===== config.mk =====
export PLATFORM = sky130hd
export DESIGN_NAME = lkvc_ram
export DESIGN_NICKNAME = d
export VERILOG_FILES = /design/src/rtl/lkvc_ram.sv
export SDC_FILE = /design/constraint.sdc
export NUM_CORES = 2
export LEC_CHECK = 0
export BUFFER_PORTS_ARGS = -buffer_cell sky130_fd_sc_hd__clkbuf_2
export CAP_MARGIN = 10
export CORE_MARGIN = 4
export CORE_UTILIZATION = 25
export CTS_CLUSTER_DIAMETER = 80
export DETAILED_ROUTE_END_ITERATION = 10
export PLACE_DENSITY = 0.42
export SLEW_MARGIN = 20
export SYNTH_ARGS = -nofsm -noshare
export SYNTH_HDL_FRONTEND = slang
export SYNTH_SLANG_ARGS = --single-unit

===== constraint.sdc =====
create_clock -name clk -period 2.4 [get_ports clk]
set_clock_uncertainty 0.15 [all_clocks]
set_input_delay 0.24 -clock clk [delete_from_list [all_inputs] [get_ports clk]]
set_output_delay 0.24 -clock clk [all_outputs]
set_load 0.005 [all_outputs]

===== src/rtl/lkvc_ram.sv =====
`timescale 1ns / 1ps
`default_nettype none
// ----------------------------------------------------------------------------
// lkvc_ram
// single write, single read port memory with registered read data
// ----------------------------------------------------------------------------
module lkvc_ram #(
	parameter int W     = 8,
	parameter int DEPTH = 256,
	parameter int AW    = 8
) (
	input  wire logic          clk,
	input  wire logic          we,
	input  wire logic [AW-1:0] waddr,
	input  wire logic [W-1:0]  wdata,
	input  wire logic          re,
	input  wire logic [AW-1:0] raddr,
	output logic      [W-1:0]  rdata
);

	logic [W-1:0] mem [DEPTH];
	logic [W-1:0] rdata_q;

	always_ff @(posedge clk) begin
		if (we) begin
			mem[waddr] <= wdata;
		end
		if (re) begin
			rdata_q <= mem[raddr];
		end
	end

	assign rdata = rdata_q;

endmodule
`default_nettype wire


==> results.tsv <==
metric	value	unit
status	finished, violations left	
failing checks	negative setup slack	
vias in the first global route	42400	
Final nets	4593	
WP data arrival	3.10	ns
die height	572	um
Initial Utilization	25.2	%
htree depth	4	
layout cell share with drive strength beyond 1	34.8	%
Area Growth Syn to Fin	23.9	%
critical path's most frequent cell	mux4_2	
Worst-Margin Slew	0.789	ns
Hold Path End	mem[217][1]	
PD cells	789	nW/um^2
period utilization	110	%
P_sw	17000	uW
Post-CTS Setup Repair Bufs	0	
Post-synth EDFFs	2056	
routed vias	40700	
area of the multi-input gates	16900	um^2
Max Freq	380	MHz
global placement routability congestion	0.772	
clock root cell	clkbuf_16	
Pre-antenna DRT Iters	5	
register bit total from synthesis	2056	
DR vias/cell	4.57	
hpwl dp	156	mm
most frequent cells in the layout	2056 x edfxtp_1, 676 x buf_4, 454 x mux4_2, 277 x nor2_1, 226 x clkbuf_16	
clock power share	43.2	%
r2r endpoint	rdata[0]	
clk sinks	2056	
total CTS buffers	225	
crit path capture type	register	
Power Internal	60900	uW
post-route ant nets	0	
die footprint	328000	um^2
overall die width	572	um
Synth cell types	54	
worst reg2reg path depth	6	
Hold Crit Start	we	
DRT Wirelength	237	mm
initial antenna violation count	21	
Overall Power	77900	uW
area occupied by registers	61700	um^2
WP data required	2.86	ns
reg2reg start	mem[67][0]	
Net Sw Frac	21.8	%
remaining global-route overflow	0	
syn nets	3760	
max_slew headroom	47.0	%
max-slew violation count	0	
Core Area	316000	um^2
WL per Instance	26.6	um
minimum clock period	2.63	ns
Iter 0 DRT Violations	3803	
CP cell instances	mux4_2 > mux4_2 > nor2b_4 > nor4_4 > buf_4 > nor4_2	
latest clock arrival within the worst-skew pair	0.87	ns
RSZ-0062 raised after global routing	true	
slowest stage delay, CP	0.55	ns
power share of the combinational group	5.9	%
flop-to-flop setup slack	-0.23	ns
largest net degree at the start of global routing	81	
setup ws final	-0.235	ns
num rows	206	
Cells after Synth	3733	
Fill cells	30500	
hold depth	4	
mapped cell area	79600	um^2
total global-route track usage	14.3	%
Synth async-reset ratio	0	%
Fin. Hold Viols	0	
Syn Area/Cell	21.3	um^2
# DRC	0	
Fin Hold WS	0.145	ns
CTS clk-pin slew, worst paths	0.06	ns
Critical Path Fanout Max	1	
first-pass GRT wire length	334	mm
commonest non-fill, non-tap cell in the layout	edfxtp_1	
Seq/Total Area, Yosys	77.5	%
peak supply drop	0.596	mV
Synth Flop Type	edfxtp_1	
Seq pwr share	50.9	%
P_leak	0.0316	uW
Yosys warnings	0	
Hold Crit Class	in -> reg	
CTS tree	built	
CTS Buffer Depth	4	
I/O pin count	35	
CP Launch Type	register	
Worst Path Class, Setup	reg -> reg	
final setup fails	8	
critical path's slowest cell	mux4_2	
Max-Cap Viols	0	
# port buffers	34	
## what timing repair did
item,in CTS,in global routing
hold buffers,18,0
hold endpoints to repair,2019,0
pin swaps,19,7
gates cloned,0,0
resized for setup,47,10
endpoints found under the setup margin,8,8
## worst max path at each step
stage / from / cells after the start / end
floorplan: raddr[1] / 9 / rdata[0]
global placement: raddr[0] / 9 / rdata[2]
detailed placement: raddr[0] / 9 / rdata[3]
CTS: mem[65][0] / 6 / rdata[0]
global route: mem[65][0] / 6 / rdata[0]
finish: mem[67][0] / 6 / rdata[0]
## sequential cells by signal, summed over array words and instances (netlist names)
| register | cells |
|---|---|
| rdata | 8 |
| mem | 2048 |
## kinds of logic after synthesis
kind of cell	share of synthesized area [%]
and+or+nand+nor	2.63
AOI/OAI and AO/OA	3.42
buffers and inverters	1.83
DFF	77.5
muxes	14.6
## per-layer routing
| metal | GRT usage [%] | share of wire (%) | vias up |
|---|---|---|---|
| met4 | 3.04 | 1.9 | 2 |
| li1 | - | - | 17400 |
| met5 | 0 | 0.0055 | - |
| met2 | 23.2 | 48 | 954 |
| met1 | 20.2 | 45 | 22100 |
| met3 | 2.03 | 5.0 | 281 |
## metrics by stage
step	area [um^2]	instances	setup slack, ns	setup TNS [ns]	util [%]
2_1_floorplan	79700	3733	0.00377	0	-
3_3_place_gp	91000	8483	-1.49	-10.49	28.8
3_5_place_dp	91100	8483	-1.47	-9.93	28.8
4_1_cts	98600	8902	-0.273	-1.60	31.2
5_1_grt	98600	8905	-0.297	-1.97	31.2
6_report	98600	8906	-0.235	-1.35	31.2
## worst max-delay path, delay by kind of cell (launching register included)
kind	cells	cell delay, ns
simple gates	3	0.62
flops	1	0.35
mux	2	1.06
buf+inv	1	0.22
## power groups by stage
stage          Clock [uW]  Combinational, uW  Sequential [uW]
5_1_grt             36100               4900            39600
2_1_floorplan           0               1940            40400
6_report            33600               4620            39600
4_1_cts             34500               4730            39600
3_3_place_gp            0               4600            40400
3_5_place_dp            0               4610            40400
## synthesized netlist by cell type, drive strengths merged, types with 10 or more instances
| cell | n | area [um^2] |
|---|---|---|
| a21oi | 96 | 480 |
| mux2i | 134 | 1340 |
| nor3 | 22 | 110 |
| mux4 | 456 | 10300 |
| nand2 | 33 | 124 |
| nor2b | 31 | 194 |
| a211oi | 16 | 120 |
| a22oi | 133 | 998 |
| nor2 | 282 | 1060 |
| edfxtp | 2056 | 61700 |
| buf | 122 | 1030 |
| nand4 | 10 | 62.6 |
| o211ai | 10 | 75.1 |
| o22ai | 28 | 175 |
| o221ai | 47 | 418 |
| o21ai | 12 | 60.1 |
| nor4 | 27 | 188 |
| a221oi | 14 | 129 |
| clkbuf | 111 | 417 |
| nand3 | 34 | 170 |
## cell type report
type                       count  share of cell area (%)
sequential                  2056                    62.6
clock inverter               143                    1.28
inverter                       2                 0.00761
tap                         4160                    5.28
multi-input combinational   1442                    17.1
clock buffer                 260                    5.86
antenna                        4                  0.0101
timing repair buffer         839                    7.84
Power figures use the tool's default switching activity.
